`src/hdl/cvlb_pkg.sv`:
```
// ----------------------------------------------------------------------------
// cvlb_pkg
// Shared types and constants of the 3x3 convolution line buffer.
// ----------------------------------------------------------------------------
package cvlb_pkg;

  localparam int IMAGE_WIDTH  = 256;
  localparam int IMAGE_HEIGHT = 256;
  localparam int WINDOW_SIZE  = 3;
  localparam int WAIT_TICKS   = (IMAGE_WIDTH * (WINDOW_SIZE - 1) + WINDOW_SIZE) / 2;

  localparam int COL_W     = $clog2(IMAGE_WIDTH);
  localparam int ROW_W     = $clog2(IMAGE_HEIGHT + 1);  // row index saturates at the height
  localparam int CNT_W     = $clog2(WAIT_TICKS + 1);
  localparam int PIX_W     = 8;
  localparam int KERNEL_W  = 24;
  localparam int CFG_IDX_W = 2;
  localparam int ACC_W     = 16;

  localparam logic OP_PIXEL = 1'b0;
  localparam logic OP_FLUSH = 1'b1;

  localparam logic [CFG_IDX_W-1:0] CFG_KERNEL_TOP    = 2'd0;
  localparam logic [CFG_IDX_W-1:0] CFG_KERNEL_MID    = 2'd1;
  localparam logic [CFG_IDX_W-1:0] CFG_KERNEL_BOTTOM = 2'd2;

  typedef logic [PIX_W-1:0]    pixel_t;
  typedef logic [KERNEL_W-1:0] kernel_t;
  typedef logic [COL_W-1:0]    col_t;

  typedef struct packed {
    logic [5:0] dest;
    logic [4:0] stream_id;
    logic [1:0] user;
    logic       strobe;
    logic       keep;
  } side_t;

  // two stored image rows for one column; row0 is the older one
  typedef struct packed {
    pixel_t row1;
    pixel_t row0;
  } line_t;

  // window indexed [row][col]; row 0 oldest, col 0 oldest
  typedef pixel_t [WINDOW_SIZE-1:0][WINDOW_SIZE-1:0] win_t;

  typedef struct packed {
    logic  valid;
    logic  zero;
    logic  last;
    side_t side;
  } ctrl_t;

endpackage

```
`src/hdl/cvlb_line_ram.sv`:
```
// ----------------------------------------------------------------------------
// cvlb_line_ram
// Line store: one entry per image column holding the two previous rows.
// One write port, one read port with registered read data.
// ----------------------------------------------------------------------------
module cvlb_line_ram
  import cvlb_pkg::*;
(
  input  logic  clk,
  input  logic  we,
  input  col_t  waddr,
  input  line_t wdata,
  input  col_t  raddr,
  output line_t rdata
);

  line_t mem [IMAGE_WIDTH];
  line_t rdata_r;

  always_ff @(posedge clk) begin
    if (we) begin
      mem[waddr] <= wdata;
    end
    rdata_r <= mem[raddr];
  end

  assign rdata = rdata_r;

endmodule

```
`config.mk`:
```
export PLATFORM = sky130hd
export DESIGN_NAME = cvlb_line_ram
export DESIGN_NICKNAME = d
export VERILOG_FILES = /design/src/hdl/cvlb_pkg.sv /design/src/hdl/cvlb_line_ram.sv
export SDC_FILE = /design/constraint.sdc
export NUM_CORES = 2
export LEC_CHECK = 0
export ABC_AREA = 1
export ABC_CLOCK_PERIOD_IN_PS = 2520
export BUFFER_PORTS_ARGS = -buffer_cell sky130_fd_sc_hd__buf_2
export CORE_MARGIN = 5
export CORE_UTILIZATION = 25
export DETAILED_ROUTE_END_ITERATION = 16
export SYNTH_ARGS = -nofsm -noshare
export SYNTH_HDL_FRONTEND = slang
export SYNTH_SLANG_ARGS = --single-unit
```
`constraint.sdc`:
```
create_clock -name clk -period 2.52 [get_ports clk]
set_clock_uncertainty 0.05 [all_clocks]
set_input_delay 0 -clock clk [delete_from_list [all_inputs] [get_ports clk]]
set_output_delay 0 -clock clk [all_outputs]
set_load 0.05 [all_outputs]
```
==> metrics.txt <==
Via Count=111200; slowest stage cell, crit path=dlygate4sd3_1; CORE AREA=661800 um2; Post-Synth Adder-Cell Area=0; Top FF cell, synth=edfxtp_1; Max-slew headroom=0.3088; crit-path leading delay family=buffers and inverters; Layout area overhead=18.98%; effective utilization at floorplan=0.2504; CP required=3.12 ns; detailed placement HPWL=315.0 mm; critical path buffer and inverter count=8; Hold WC Path Type=in -> reg; antenna-violating nets left=0; Placed Cells incl. Taps=22480; top-count cell post-synth=nand2_1; endpoints failing setup=0; Final Cycle Share=0.9487; Max Slew Vio Count=0; worst r2r src=mem[143][12]$_DFFE_PP_; Reg2Reg Capture Point=rdata[12]$_DFF_P_; crit path launch type=input pin; GRT Overall Usage=0.1458; nets=14260; Ports=50; H-tree depth=5; PD cells=746.0 nW/um2; I/O Buffers=49; WP depth=11; Syn Nets=13650; Worst-path clk slew=0.06 ns; die height=824.1 um; max cap viols=0; Residual DRC=0; status=completed; setup tns final=0 ns; CTS max path bufs=4; worst-skew pair later-pin latency=1.01 ns; minimum clock period=2.391 ns; post-synthesis mux area share=0; fmax=418.3 MHz; DRT iter0 DRCs=13560; count of different cell masters after synthesis=15; CP Max Fanout=13; global-route wire length before repair=747.5 mm; Syn. warnings=0; crit path DAT=2.99 ns; Slew @ Worst Pin=1.037 ns; EDFF count, synth=4096; Detailed Routing Iterations Pass 1=8; DIE AREA=679200 um2; proportion of layout cells with a drive suffix above 1=0.1161; R2R cell count=12; vias in the first global route=105600; Synth Instances=13620; slowest cell delay on critical path=0.60 ns; Seq/Total Area, Yosys=0.7442; register bit count reported by yosys=4112; CP endpoint=mem[149][0]$_DFFE_PP_; kind of critical path=in -> reg; Hold Fails Final Rpt=0; largest family of logic cells by synthesized area=simple AND/OR/NAND/NOR gates; Cell Area, Synth=165700 um2; compound-gate portion of the synthesized area=0; CP cell instances=dlygate4sd3_1, buf_2, inv_1, nor2_1, dlygate4sd3_1, inv_1, nor2_1, dlygate4sd3_1, inv_1, nor2_2, buf_4; row count=299; CP startpoint=waddr[0]; post-layout util=0.2979; Synth Area in Simple Gates=0.2237; R2R setup slack=0.16 ns; total gr overflow=0; CTS buffer count=426; WL per Instance=22.15 um; synth top area cells=edfxtp_1 (74%), nand3_1 (12%), nand2_1 (9.5%), buf_2 (1.5%), buf_4 (0.74%); wirelength, routed=516.3 mm; CTS root buffer=clkbuf_16; Die Width=824.1 um; Vias/cell=4.771; initial antenna violation count=41; area leader, netlist=edfxtp_1; largest net degree at the start of global routing=95; syn_area_per_cell=12.17 um2; top cell type's share of synthesized area=0.7423; fin cells=23310; RSZ-0062 raised after global routing=false; CTS tree=built; asr flop ratio synth=0; Post-Synth XOR/XNOR Area=0; gpl congestion=0.8795; clock sink count=4112; crit end category=register; Lkg Pwr=68.16 nW; HP Start=wdata[14]; synth cell count leaders=nand2_1 (4211), edfxtp_1 (4096), nand3_1 (4035); worst vdd ir=0.0005662 V
==> metrics by stage <==
step / power (mW) / cell area, um2 / setup slack, ns / hold WS (ns)
floorplan: 81.67 / 165700 / 0.6296 / 0.04887
global placement: 87.04 / 183200 / -0.4925 / 0.3682
detailed placement: 87.11 / 183200 / -0.4927 / 0.3751
CTS: 147.9 / 197100 / 0.1035 / 0.01547
global route: 151.5 / 197200 / 0.02261 / 0.06207
finish: 147.1 / 197200 / 0.1294 / 0.05468
==> kinds of logic (layout without fill, tap and decap cells) <==
family,Yosys count,after routing
DFF,4112,4112
buffers and inverters,976,1927
other,0,10
and+or+nand+nor,8529,8529
==> cell type report <==
| cell class | instances | area [um2] |
|---|---|---|
| Clock inverter | 241 | 2215 |
| Tap cell | 8729 | 10920 |
| Multi-Input combinational cell | 8529 | 37150 |
| Fill cell | 66030 | 464600 |
| Inverter | 39 | 198.9 |
| Sequential cell | 4112 | 123300 |
| Clock buffer | 529 | 11240 |
| Timing Repair Buffer | 1118 | 12100 |
| Antenna cell | 10 | 25.02 |
==> report_power, final <==
| part | switching (mW) | internal [mW] | total, mW |
|---|---|---|---|
| logic | 7.40 | 2.93 | 10.3 |
| clock network | 26.5 | 34.8 | 61.2 |
| registers | 0.143 | 75.4 | 75.5 |
==> worst min path at each step <==
| stage | endpoint | slack, ns | depth (start not counted) |
|---|---|---|---|
| global route | mem[44][8]$_DFFE_PP_ | 0.06 | 2 |
| floorplan | mem[0][0]$_DFFE_PP_ | 0.05 | 0 |
| finish | mem[34][14]$_DFFE_PP_ | 0.05 | 2 |
| detailed placement | mem[110][0]$_DFFE_PP_ | 0.38 | 1 |
| CTS | mem[102][3]$_DFFE_PP_ | 0.02 | 2 |
| global placement | mem[110][0]$_DFFE_PP_ | 0.37 | 1 |
==> sequential cells by signal (all words and copies together), names as in the netlist <==
name / count
rdata: 16
mem: 4096
==> timing repair <==
item / CTS / global route
buffers inserted: 0 / 0
endpoints found under the hold margin: 5094 / 0
resized for setup: 0 / 3
hold buffers: 44 / 0
setup endpoints to repair: 0 / 15
==> layout by cell type, fill, tap and decap left out, drive strengths merged <==
| master | Yosys | final |
|---|---|---|
| clkinvlp | 0 | 10 |
| dlygate4sd3 | 0 | 43 |
| bufinv | 0 | 31 |
| nand2 | 4211 | 4211 |
| dfxtp | 16 | 16 |
| clkbuf | 154 | 529 |
| buf | 783 | 1075 |
| nand3 | 4035 | 4035 |
| inv | 39 | 51 |
| clkinv | 0 | 188 |
| diode | 0 | 10 |
| edfxtp | 4096 | 4096 |
| nor2 | 283 | 283 |
==> layer usage <==
layer  GRT usage  part of all wire
met1      0.1996              0.41
met2      0.2309              0.46
met3     0.02790             0.094
met4     0.05182             0.038
met5           0           0.00013
(Power assumes the default switching activity.)
