==> config.mk <==
export PLATFORM = sky130hd
export DESIGN_NAME = cvlb_mac
export DESIGN_NICKNAME = d
export VERILOG_FILES = /design/src/hdl/cvlb_pkg.sv /design/src/hdl/cvlb_mac.sv
export SDC_FILE = /design/constraint.sdc
export NUM_CORES = 2
export LEC_CHECK = 0
export ABC_CLOCK_PERIOD_IN_PS = 8200
export BUFFER_PORTS_ARGS = -buffer_cell sky130_fd_sc_hd__buf_4
export CAP_MARGIN = 20
export CORE_ASPECT_RATIO = 0.6
export CORE_MARGIN = 1
export CORE_UTILIZATION = 59
export DETAILED_ROUTE_END_ITERATION = 10
export PLACE_DENSITY = 0.88
export SLEW_MARGIN = 5
export SYNTH_ARGS = -nofsm -noshare
export SYNTH_HDL_FRONTEND = slang
export SYNTH_SLANG_ARGS = --single-unit
==> constraint.sdc <==
create_clock -name clk -period 8.2 [get_ports clk]
set_input_delay 0 -clock clk [delete_from_list [all_inputs] [get_ports clk]]
set_output_delay 0 -clock clk [all_outputs]
set_load 0.01 [all_outputs]
==> src/hdl/cvlb_pkg.sv <==
// ----------------------------------------------------------------------------
// cvlb_pkg
// Shared types and constants of the 3x3 convolution line buffer.
// ----------------------------------------------------------------------------
package cvlb_pkg;

  localparam int IMAGE_WIDTH  = 256;
  localparam int IMAGE_HEIGHT = 256;
  localparam int WINDOW_SIZE  = 3;
  localparam int WAIT_TICKS   = (IMAGE_WIDTH * (WINDOW_SIZE - 1) + WINDOW_SIZE) / 2;

  localparam int COL_W     = $clog2(IMAGE_WIDTH);
  localparam int ROW_W     = $clog2(IMAGE_HEIGHT + 1);  // row index saturates at the height
  localparam int CNT_W     = $clog2(WAIT_TICKS + 1);
  localparam int PIX_W     = 8;
  localparam int KERNEL_W  = 24;
  localparam int CFG_IDX_W = 2;
  localparam int ACC_W     = 16;

  localparam logic OP_PIXEL = 1'b0;
  localparam logic OP_FLUSH = 1'b1;

  localparam logic [CFG_IDX_W-1:0] CFG_KERNEL_TOP    = 2'd0;
  localparam logic [CFG_IDX_W-1:0] CFG_KERNEL_MID    = 2'd1;
  localparam logic [CFG_IDX_W-1:0] CFG_KERNEL_BOTTOM = 2'd2;

  typedef logic [PIX_W-1:0]    pixel_t;
  typedef logic [KERNEL_W-1:0] kernel_t;
  typedef logic [COL_W-1:0]    col_t;

  typedef struct packed {
    logic [5:0] dest;
    logic [4:0] stream_id;
    logic [1:0] user;
    logic       strobe;
    logic       keep;
  } side_t;

  // two stored image rows for one column; row0 is the older one
  typedef struct packed {
    pixel_t row1;
    pixel_t row0;
  } line_t;

  // window indexed [row][col]; row 0 oldest, col 0 oldest
  typedef pixel_t [WINDOW_SIZE-1:0][WINDOW_SIZE-1:0] win_t;

  typedef struct packed {
    logic  valid;
    logic  zero;
    logic  last;
    side_t side;
  } ctrl_t;

endpackage

==> src/hdl/cvlb_mac.sv <==
// ----------------------------------------------------------------------------
// cvlb_mac
// Kernel registers, nine tap products, 16-bit wrapped sum, clamp and the
// result register. Generates the pipeline advance.
// ----------------------------------------------------------------------------
module cvlb_mac
  import cvlb_pkg::*;
(
  input  logic                 clk,
  input  logic                 rst_n,
  input  logic                 cfg_we,
  input  logic [CFG_IDX_W-1:0] cfg_index,
  input  kernel_t              cfg_wdata,
  input  win_t                 win,
  input  ctrl_t                s1,
  input  logic                 out_stall,
  output logic                 adv,
  output logic                 out_valid,
  output pixel_t               out_pixel,
  output side_t                out_side,
  output logic                 out_last
);

  typedef logic [ACC_W-1:0] prod_t;
  typedef prod_t [WINDOW_SIZE-1:0][WINDOW_SIZE-1:0] prod_arr_t;

  kernel_t   kernel_r [WINDOW_SIZE];
  prod_arr_t prod_r, prod_nxt;
  ctrl_t     s2_r;
  logic      out_valid_r;
  pixel_t    out_pixel_r, out_pixel_nxt;
  side_t     out_side_r;
  logic      out_last_r;
  prod_t     acc;

  assign adv = !out_valid_r || !out_stall;

  always_ff @(posedge clk) begin
    if (!rst_n) begin
      for (int r = 0; r < WINDOW_SIZE; r++) begin
        kernel_r[r] <= '0;
      end
    end else if (cfg_we) begin
      unique case (cfg_index)
        CFG_KERNEL_TOP:    kernel_r[0] <= cfg_wdata;
        CFG_KERNEL_MID:    kernel_r[1] <= cfg_wdata;
        CFG_KERNEL_BOTTOM: kernel_r[2] <= cfg_wdata;
        default: ;
      endcase
    end
  end

  always_comb begin
    logic signed [PIX_W-1:0] coef;
    logic signed [2*PIX_W:0] prod;
    for (int r = 0; r < WINDOW_SIZE; r++) begin
      for (int c = 0; c < WINDOW_SIZE; c++) begin
        coef = $signed(kernel_r[r][PIX_W*c +: PIX_W]);
        prod = coef * $signed({1'b0, win[r][c]});
        prod_nxt[r][c] = prod[ACC_W-1:0];
      end
    end
  end

  // sum wraps at 16 bits; a negative sum clamps to zero
  always_comb begin
    acc = '0;
    for (int r = 0; r < WINDOW_SIZE; r++) begin
      for (int c = 0; c < WINDOW_SIZE; c++) begin
        acc = acc + prod_r[r][c];
      end
    end
    if (s2_r.zero || acc[ACC_W-1]) begin
      out_pixel_nxt = '0;
    end else begin
      out_pixel_nxt = acc[PIX_W-1:0];
    end
  end

  always_ff @(posedge clk) begin
    if (!rst_n) begin
      s2_r        <= '0;
      out_valid_r <= 1'b0;
    end else if (adv) begin
      s2_r        <= s1;
      out_valid_r <= s2_r.valid;
    end
  end

  always_ff @(posedge clk) begin
    if (adv) begin
      prod_r      <= prod_nxt;
      out_pixel_r <= out_pixel_nxt;
      out_side_r  <= s2_r.side;
      out_last_r  <= s2_r.last;
    end
  end

  assign out_valid = out_valid_r;
  assign out_pixel = out_pixel_r;
  assign out_side  = out_side_r;
  assign out_last  = out_last_r;

`ifndef NO_ASSERTIONS
  a_last_is_zero: assert property (@(posedge clk) disable iff (!rst_n)
    (out_valid_r && out_last_r) |-> (out_pixel_r == '0))
    else $error("final flush result not zero");

  a_last_from_flush: assert property (@(posedge clk) disable iff (!rst_n)
    (s2_r.valid && s2_r.last) |-> s2_r.zero)
    else $error("last flag on a pixel result");

  // products of unwritten line entries may be unknown, so compare exactly
  a_hold_on_stall: assert property (@(posedge clk) disable iff (!rst_n)
    !adv |=> ((s2_r === $past(s2_r)) && (prod_r === $past(prod_r))))
    else $error("pipeline moved while stalled");
`endif

endmodule

==> results.json <==
{
  "clkSinkCount": 259,
  "io_pins": 146,
  "fin_util_pct": 67.96,
  "crit_fanout": 7,
  "syn2layout_area_growth_pct": 12.15,
  "wire_per_inst_um": 19.81,
  "vias": 21500,
  "place.port_buffers": 145,
  "drive_gt1_share_pct": 6.723,
  "worst_pin_slew_ps": 1110,
  "cts_root_buffer": "clkbuf_16",
  "fin_crit_sh_pct": 60.63,
  "final_common_cell": "inv_1",
  "grt_pass1_wl_um": 123400,
  "ant_nets": 0,
  "avgSynthCellArea_um2": 10.41,
  "synthCells": 2913,
  "clock_latency_ps": 590,
  "grt_max_degree": 108,
  "synth_nets": 3843,
  "synthFlopType": "edfxtp_1",
  "crit_type": "flip-flop to flip-flop",
  "hold_class": "input pin to flip-flop",
  "period_needed_ps": 4972,
  "via_per_inst": 5.553,
  "path_cells": "fa_1 -> inv_1 -> fa_1 -> inv_1 -> fa_1 -> inv_1 -> fa_1 -> inv_1 -> ha_1 -> nand4_1 -> a21o_1 -> o221ai_1 -> a31oi_1 -> xnor2_1 -> nor3b_1",
  "yosysWarnings": 0,
  "multi_input_area_um2": 20110,
  "first_global_vias": 22750,
  "synth_seq_area_share_pct": 25.02,
  "grt_use_total_pct": 30.77,
  "wl_um": 76700,
  "tns_ps": 0,
  "hold_violations": 0,
  "cts_buffers": 28,
  "critical_path_arrival_ps": 5260,
  "synthArstFlopShare_pct": 0,
  "finalMaxSlewViolations": 0,
  "drtIter0Drc": 2279,
  "post_cts_resized": 0,
  "worstPathRequired_ps": 8490,
  "cts_tree": "done",
  "critPathCaptureType": "flip-flop",
  "setup_viol": 0,
  "core_um2": 50050,
  "nFillCells": 3386,
  "die-area_um2": 52350,
  "yosysUniqueCellTypes": 47,
  "die_h_um": 177.6,
  "status": "finished clean",
  "synth-seq-cells": 259,
  "clockBufferDepth": 3,
  "start_util_pct": 60.59,
  "dieWidth_um": 294.7,
  "synth_edf_count": 240,
  "dr.pass1.iters": 8,
  "drv_cap": 0,
  "clk_pin_slew_ps": 70,
  "antenna_found_initial": 6,
  "slew_headroom_pct": 26.02,
  "hpwl_um": 58640,
  "worst_setup_path_start_kind": "flip-flop",
  "nets": 4091,
  "max_stage_delay_ps": 760,
  "fp-row-count": 63,
  "htree_levels": 1,
  "postCtsSetupBuffers": 0,
  "rsz0062_at_grt": "false",
  "drc": 0,
  "gp_congestion": 0.9442,
  "finalNonFillerCells": 3872,
  "hold_start": "cfg_index[0]",
  "startpoint": "prod_r[14]$_DFFE_PP_",
  "clock.fmax_ghz": 0.2011,
  "hold_ws_ps": 43.39,
  "dp.cells": 3738,
  "reg2reg_from": "prod_r[14]$_DFFE_PP_",
  "fin_skew_ps": 21.01,
  "syn-cell-area_um2": 30330,
  "overflow": 0,
  "regArea_um2": 7587,
  "cpMaxStageDelayCell": "xnor2_1",
  "mostFrequentLayoutCells": "inv_1, fa_1, ha_1, and2_1, edfxtp_1"
}
==> repair_timing <==
action / in CTS / in global routing
hold endpoints to repair: 103 / 0
setup endpoints to repair: 0 / 0
hold buffers: 75 / 0
==> cells by family after synthesis <==
family | after synthesis | share of synthesized area, %
fa+ha+maj | 810 | 44.16
simple gates | 807 | 13.84
buf+inv | 703 | 8.700
flops | 259 | 25.02
compound gates | 212 | 4.761
xor+xnor | 122 | 3.523
==> cells in the mapped netlist, types with 2 or more instances <==
library cell	n	area [um2]
a21oi_2	3	26.28
xnor2_1	94	823.3
ha_1	376	4705
o221ai_1	3	26.28
a211oi_1	17	127.6
or2_2	3	18.77
nand2b_1	38	237.7
nor2b_1	27	168.9
o22ai_1	2	12.51
nand3_1	5	25.02
nand4_1	6	37.54
a31o_2	2	17.52
nor3b_1	3	22.52
or3_1	11	68.82
nor2_1	96	360.4
o311a_1	2	20.02
o211ai_1	6	45.04
o21bai_1	3	22.52
fa_1	434	8688
nor4_1	3	18.77
o21a_1	17	127.6
a21boi_0	21	157.7
a2111oi_4	3	82.58
a31oi_1	11	68.82
a211o_1	3	26.28
nor3_1	20	100.1
a21oi_1	47	235.2
edfxtp_1	240	7207
clkbuf_1	8	30.03
and2_1	352	2202
o41ai_1	2	17.52
inv_1	694	2605
o41a_1	3	33.78
xor2_1	28	245.2
or4_1	4	30.03
nand2_1	237	889.6
dfxtp_1	19	380.4
a21o_1	16	120.1
o21ai_0	44	220.2
o2111ai_1	3	26.28
==> worst max-delay path: cells and delay by family, from the launching register on <==
family / cells / cell delay, ps
flip-flops: 1 / 520
XOR/XNOR: 1 / 760
AO/OA/AOI/OAI: 3 / 590
adder cells (fa/ha/maj): 5 / 2340
buffers and inverters: 4 / 210
AND/OR/NAND/NOR: 2 / 250
==> metrics by stage <==
| stage | worst slack (ps) | cell area [um2] |
|---|---|---|
| floorplan | 2176 | 30330 |
| global placement | 3547 | 32300 |
| detailed placement | 3379 | 32300 |
| CTS | 3300 | 34000 |
| global route | 3117 | 34000 |
| finish | 3228 | 34020 |
==> registers in the layout, indices dropped and copies added (netlist names) <==
register and count:
out_valid 1, prod_r 144, out_pixel 8, out_side 15, kernel_r 72, out_last 1, s2_r 18
==> final timing paths <==
check / end / depth (start not counted) / slack (ps)
setup / recovery: out_pixel[2]$_SDFFCE_PP0P_ / 15 / 3230
hold / removal: kernel_r[0][5]$_DFFE_PP_ / 3 / 40
setup reg to reg: out_pixel[2]$_SDFFCE_PP0P_ / 15 / 3230
hold reg to reg: out_side[3]$_DFFE_PP_ / 0 / 420
==> metal layers <==
metal / GRT usage (%) / vias to the layer above / part of all wire (%)
met5: 0 / - / 0.025
met4: 10.33 / 2 / 3.7
met3: 8.366 / 185 / 11
met2: 48.14 / 1170 / 45
met1: 41.60 / 10550 / 40
li1: - / 9597 / -
==> final cells by class <==
cell class / count / area share, %
multi-input combinational: 1951 / 59.13
sequential: 259 / 22.31
timing repair buffer: 226 / 5.540
antenna: 7 / 0.05150
clock inverter: 18 / 0.5665
inverter: 695 / 7.684
tap: 682 / 2.509
clock buffer: 34 / 2.218
Power is not shown: default switching activity piles up to over one toggle a cycle in this logic, so the estimate is an artifact.
