[src/hdl/cvlb_pkg.sv]
// ----------------------------------------------------------------------------
// cvlb_pkg
// Shared types and constants of the 3x3 convolution line buffer.
// ----------------------------------------------------------------------------
package cvlb_pkg;

  localparam int IMAGE_WIDTH  = 256;
  localparam int IMAGE_HEIGHT = 256;
  localparam int WINDOW_SIZE  = 3;
  localparam int WAIT_TICKS   = (IMAGE_WIDTH * (WINDOW_SIZE - 1) + WINDOW_SIZE) / 2;

  localparam int COL_W     = $clog2(IMAGE_WIDTH);
  localparam int ROW_W     = $clog2(IMAGE_HEIGHT + 1);  // row index saturates at the height
  localparam int CNT_W     = $clog2(WAIT_TICKS + 1);
  localparam int PIX_W     = 8;
  localparam int KERNEL_W  = 24;
  localparam int CFG_IDX_W = 2;
  localparam int ACC_W     = 16;

  localparam logic OP_PIXEL = 1'b0;
  localparam logic OP_FLUSH = 1'b1;

  localparam logic [CFG_IDX_W-1:0] CFG_KERNEL_TOP    = 2'd0;
  localparam logic [CFG_IDX_W-1:0] CFG_KERNEL_MID    = 2'd1;
  localparam logic [CFG_IDX_W-1:0] CFG_KERNEL_BOTTOM = 2'd2;

  typedef logic [PIX_W-1:0]    pixel_t;
  typedef logic [KERNEL_W-1:0] kernel_t;
  typedef logic [COL_W-1:0]    col_t;

  typedef struct packed {
    logic [5:0] dest;
    logic [4:0] stream_id;
    logic [1:0] user;
    logic       strobe;
    logic       keep;
  } side_t;

  // two stored image rows for one column; row0 is the older one
  typedef struct packed {
    pixel_t row1;
    pixel_t row0;
  } line_t;

  // window indexed [row][col]; row 0 oldest, col 0 oldest
  typedef pixel_t [WINDOW_SIZE-1:0][WINDOW_SIZE-1:0] win_t;

  typedef struct packed {
    logic  valid;
    logic  zero;
    logic  last;
    side_t side;
  } ctrl_t;

endpackage

[src/hdl/cvlb_window.sv]
// ----------------------------------------------------------------------------
// cvlb_window
// Front stage: raster position, drop and flush counters, line store update
// and the 3x3 pixel window. Issues one control beat per emitted result.
// ----------------------------------------------------------------------------
module cvlb_window
  import cvlb_pkg::*;
(
  input  logic   clk,
  input  logic   rst_n,
  input  logic   adv,
  input  logic   in_valid,
  input  logic   in_op,
  input  pixel_t in_pixel,
  input  side_t  in_side,
  input  line_t  rd_line,
  output col_t   raddr,
  output logic   we,
  output col_t   waddr,
  output line_t  wdata,
  output win_t   win,
  output ctrl_t  s1
);

  col_t             col_r, col_nxt;
  logic [ROW_W-1:0] row_r, row_nxt;
  logic [CNT_W-1:0] drop_r, drop_nxt;
  logic [CNT_W-1:0] flush_r, flush_nxt;
  side_t            saved_r, saved_nxt;
  win_t             win_r;
  ctrl_t            s1_r, s1_nxt;
  logic             accept;
  logic             in_region;
  logic             last_flush;

  assign accept     = in_valid && adv;
  assign last_flush = flush_r >= CNT_W'(WAIT_TICKS - 1);
  assign in_region  = (row_r >= ROW_W'(2)) && (row_r < ROW_W'(IMAGE_HEIGHT - 2)) &&
                      (col_r >= COL_W'(2)) && (col_r < COL_W'(IMAGE_WIDTH - 2));

  always_comb begin
    col_nxt   = col_r;
    row_nxt   = row_r;
    drop_nxt  = drop_r;
    flush_nxt = flush_r;
    saved_nxt = saved_r;
    s1_nxt    = '0;
    we        = 1'b0;
    if (accept) begin
      if (in_op == OP_FLUSH) begin
        s1_nxt.valid = 1'b1;
        s1_nxt.zero  = 1'b1;
        s1_nxt.last  = last_flush;
        s1_nxt.side  = saved_r;
        if (last_flush) begin
          col_nxt   = '0;
          row_nxt   = '0;
          drop_nxt  = '0;
          flush_nxt = '0;
        end else begin
          flush_nxt = flush_r + CNT_W'(1);
        end
      end else begin
        we        = 1'b1;
        saved_nxt = in_side;
        s1_nxt.valid = (drop_r >= CNT_W'(WAIT_TICKS));
        s1_nxt.zero  = !in_region;
        s1_nxt.side  = in_side;
        if (drop_r < CNT_W'(WAIT_TICKS)) begin
          drop_nxt = drop_r + CNT_W'(1);
        end
        if (col_r == COL_W'(IMAGE_WIDTH - 1)) begin
          col_nxt = '0;
          if (row_r < ROW_W'(IMAGE_HEIGHT)) begin
            row_nxt = row_r + ROW_W'(1);
          end
        end else begin
          col_nxt = col_r + COL_W'(1);
        end
      end
    end
  end

  // read ahead at the column of the next pixel
  assign raddr      = col_nxt;
  assign waddr      = col_r;
  assign wdata.row1 = in_pixel;
  assign wdata.row0 = rd_line.row1;

  always_ff @(posedge clk) begin
    if (!rst_n) begin
      col_r   <= '0;
      row_r   <= '0;
      drop_r  <= '0;
      flush_r <= '0;
      saved_r <= '0;
      win_r   <= '0;
      s1_r    <= '0;
    end else begin
      col_r   <= col_nxt;
      row_r   <= row_nxt;
      drop_r  <= drop_nxt;
      flush_r <= flush_nxt;
      saved_r <= saved_nxt;
      if (accept && in_op == OP_PIXEL) begin
        for (int r = 0; r < WINDOW_SIZE; r++) begin
          for (int c = 0; c < WINDOW_SIZE - 1; c++) begin
            win_r[r][c] <= win_r[r][c+1];
          end
        end
        win_r[0][WINDOW_SIZE-1] <= rd_line.row0;
        win_r[1][WINDOW_SIZE-1] <= rd_line.row1;
        win_r[2][WINDOW_SIZE-1] <= in_pixel;
      end
      if (adv) begin
        s1_r <= s1_nxt;
      end
    end
  end

  assign win = win_r;
  assign s1  = s1_r;

`ifndef NO_ASSERTIONS
  a_drop_bound: assert property (@(posedge clk) disable iff (!rst_n)
    drop_r <= CNT_W'(WAIT_TICKS))
    else $error("drop counter past wait count");

  a_flush_bound: assert property (@(posedge clk) disable iff (!rst_n)
    flush_r < CNT_W'(WAIT_TICKS))
    else $error("flush counter past wait count");

  a_frame_restart: assert property (@(posedge clk) disable iff (!rst_n)
    (accept && in_op == OP_FLUSH && last_flush) |=>
      (col_r == '0 && row_r == '0 && drop_r == '0 && flush_r == '0))
    else $error("frame state not cleared after final flush");

  a_no_emit_while_dropping: assert property (@(posedge clk) disable iff (!rst_n)
    (accept && in_op == OP_PIXEL && drop_r < CNT_W'(WAIT_TICKS)) |=> !s1_r.valid)
    else $error("result issued during drop phase");
`endif

endmodule

[config.mk]
export PLATFORM = sky130hd
export DESIGN_NAME = cvlb_window
export DESIGN_NICKNAME = d
export VERILOG_FILES = /design/src/hdl/cvlb_pkg.sv /design/src/hdl/cvlb_window.sv
export SDC_FILE = /design/constraint.sdc
export NUM_CORES = 1
export LEC_CHECK = 0
export ABC_AREA = 1
export BUFFER_PORTS_ARGS = -buffer_cell sky130_fd_sc_hd__clkbuf_2
export CAP_MARGIN = 20
export CORE_AREA = 2 2 176 92
export CTS_BUF_LIST = sky130_fd_sc_hd__clkbuf_8
export CTS_CLUSTER_DIAMETER = 40
export DETAILED_ROUTE_END_ITERATION = 10
export DIE_AREA = 0 0 178 94
export PLACE_DENSITY_LB_ADDON = 0.1
export SKIP_LAST_GASP = 1
export SYNTH_ARGS = -nofsm -noshare
export SYNTH_HDL_FRONTEND = slang
export SYNTH_SLANG_ARGS = --single-unit
[constraint.sdc]
create_clock -name clk -period 1.8 [get_ports clk]
set_input_delay 0.18 -clock clk [delete_from_list [all_inputs] [get_ports clk]]
set_output_delay 0.18 -clock clk [all_outputs]
set_load 0.01 [all_outputs]
==> out/results.tsv <==
metric	value	unit
Via density	4.612	
Yosys reg bits	140	
skew final	0.01579	ns
vias in the first global route	5101	
final std cells w/o fill	1200	
worst rel slew slack	73.21	%
initial antenna violation count	0	
Worst Path Max Fanout	4	
post-DR wirelength/cell	13.34	um
# placed instances	1142	
fmax	539.0	MHz
clk_lat worst skew	0.44	ns
Max Cap Violations	0	
most frequent cells in the layout	nor2_1 (197), clkbuf_2 (163), dfxtp_1 (133)	
PD cells	847.5	mW/mm^2
Worst-path clk slew	0.07	ns
first-pass GRT wire length	25740	um
crit path time final	1.855	ns
clock sinks	140	
Port Buffers	166	
Final Hold Violating Endpoints	0	
Final WS setup	-0.05545	ns
y dimension of the die	94	um
Synth async-reset ratio	0	%
layout cells sized above 1	27.71	%
die width	178	um
Leak	3.379	nW
final setup vio count	5	
GR Overflow Total	0	
WS Path Type	flip-flop to primary output	
First-pass DRT Iterations	5	
routability cong.	0.8974	
sequential share of the synthesized area	47.31	%
DR iter-0 viols	435	
failing checks	negative setup slack	
drt total wl	16010	um
Worst VDD drop	0.4045	mV
Worst Max-Slew Pin Slew	0.4014	ns
Critical Path AT	1.68	ns
area growth from synthesis to layout	28.83	%
NumNets Final	1035	
ANT cells	0	
Synth Flop Type	dfxtp_1	
RSZ-0062 raised after global routing	true	
Critical Path Sink Type	primary output	
fin crit share	103.1	%
worst hold path class	input pin to flip-flop	
number of synthesized flops with an enable pin	0	
Synth Instances	804	
startpoint types	flip-flop	
Initial Util	39.25	%
Mean Syn Cell Area	7.369	sq um
Antenna Nets Post-Route	0	
dpl hpwl	10680	um
largest net degree at the start of global routing	42	
syn nets	856	
count of cell types in the netlist	34	
commonest non-fill, non-tap cell in the layout	nor2_1	
CTS H-tree lvls	4	
clk root buf	clkbuf_8	
cell row count	32	
total global-route track usage	19.41	%
Synth Warn #	0	
full die area	0.01673	sq mm
Post-Syn Area	0.005924	sq mm
CTS tree	built	
Fillers	1521	
post-place setup slack	0.09387	ns
Slew Limit Fails	0	
Vias	5534	
status	finished, violations left	
# DRC	0	
TritonCTS buffer count	17	
Ports	167	
CP Data Required Time	1.62	ns
Placeable Area	0.01509	sq mm
CTS max path bufs	2	
-- where the power goes --
group	leakage, nW	total, mW	switching (mW)	internal, mW
Combinational	2.05	0.650	0.385	0.264
Sequential	1.14	3.27	0.0706	3.20
Clock	0.187	2.55	1.28	1.27
-- synthesized netlist by cell type (2+ instances only) --
| master | number | area [sq um] |
|---|---|---|
| inv_2 | 3 | 11.26 |
| inv_1 | 47 | 176.4 |
| a22oi_1 | 15 | 112.6 |
| nand2_4 | 4 | 45.04 |
| buf_6 | 8 | 90.09 |
| nand2_2 | 3 | 18.77 |
| nor2_2 | 2 | 12.51 |
| nand2_1 | 122 | 457.9 |
| ha_1 | 8 | 100.1 |
| buf_1 | 4 | 15.01 |
| nand4_1 | 10 | 62.56 |
| clkbuf_2 | 7 | 35.03 |
| xor2_1 | 2 | 17.52 |
| xnor2_1 | 2 | 17.52 |
| clkbuf_1 | 13 | 48.80 |
| buf_4 | 18 | 135.1 |
| o21ai_0 | 81 | 405.4 |
| buf_2 | 4 | 20.02 |
| nor2_1 | 202 | 758.2 |
| nand3_1 | 31 | 155.2 |
| nor3_1 | 5 | 25.02 |
| a21oi_1 | 62 | 310.3 |
| dfxtp_1 | 140 | 2803 |
-- path summary, 6_finish.rpt --
check	startpoint	endpoint	slack, ns	cells past startpoint
min	in_pixel[4]	win[68]$_SDFFE_PN0P_	0.03	3
max reg2reg	waddr[7]$_SDFF_PN0_	row_r[1]$_SDFFE_PN0P_	0.29	8
min reg2reg	s1[3]$_SDFFE_PN0P_	s1[3]$_SDFFE_PN0P_	0.47	2
max	waddr[7]$_SDFF_PN0_	raddr[7]	-0.06	8
-- metal layers --
| layer | wire (um) | global-route usage, % | vias up |
|---|---|---|---|
| li1 | - | - | 2958 |
| met1 | 8505 | 28.49 | 2402 |
| met2 | 6104 | 26.87 | 163 |
| met3 | 1264 | 5.906 | 11 |
| met4 | 136 | 5.669 | 0 |
| met5 | 0 | 0 | - |
-- state kept, by name, indices dropped and copies added (netlist names) --
signal,cells
win,72
s1,18
saved_r,15
drop_r,9
flush_r,9
row_r,9
waddr,8
-- cells by family after synthesis --
| family | Yosys count | synth area share, % |
|---|---|---|
| xor gates and xnor gates | 4 | 0.5914 |
| adders and majority gates | 8 | 1.690 |
| DFF | 140 | 47.31 |
| and+or+nand+nor | 384 | 26.55 |
| buffers and inverters | 106 | 9.145 |
| AOI/OAI and AO/OA | 162 | 14.72 |
-- what timing repair did --
action,CTS,global route
setup endpoints to repair,8,9
gates resized for setup,25,25
hold endpoints to repair,17,0
buffers inserted,5,4
cloned,0,0
pin swaps,6,9
hold buffers,17,0
-- cell type report --
cell class	instances	area (sq um)	share of cell area (%)
clock buffer	18	247.7	3.246
multi-input combinational	558	2693	35.28
clock inverter	14	143.9	1.885
tap	204	255.2	3.344
inverter	52	202.7	2.656
timing repair buffer	214	1269	16.62
sequential	140	2821	36.97
-- critical path: stages (launching register included) --
cell	delay (ns)
dfxtp_2	0.37
inv_1	0.09
nor3_2	0.26
nand2_2	0.12
nand2_4	0.11
o21ai_2	0.06
nand2_1	0.08
inv_1	0.03
buf_2	0.13
-- per-stage QoR --
stage	hold WS (ns)	cell area, sq um	total power [mW]	util [%]	TNS, ns
after floorplan	0.3444	5924	3.717	-	0
after global placement	0.4415	6857	3.957	45.42	0
after detailed placement	0.4403	6857	3.958	45.42	0
after CTS	0.0002573	7532	6.554	49.90	-0.2722
after global routing	0.02332	7632	6.781	50.56	-0.9558
final	0.02795	7632	6.468	50.56	-0.2084
No activity file was read; power rests on OpenSTA's default activity.
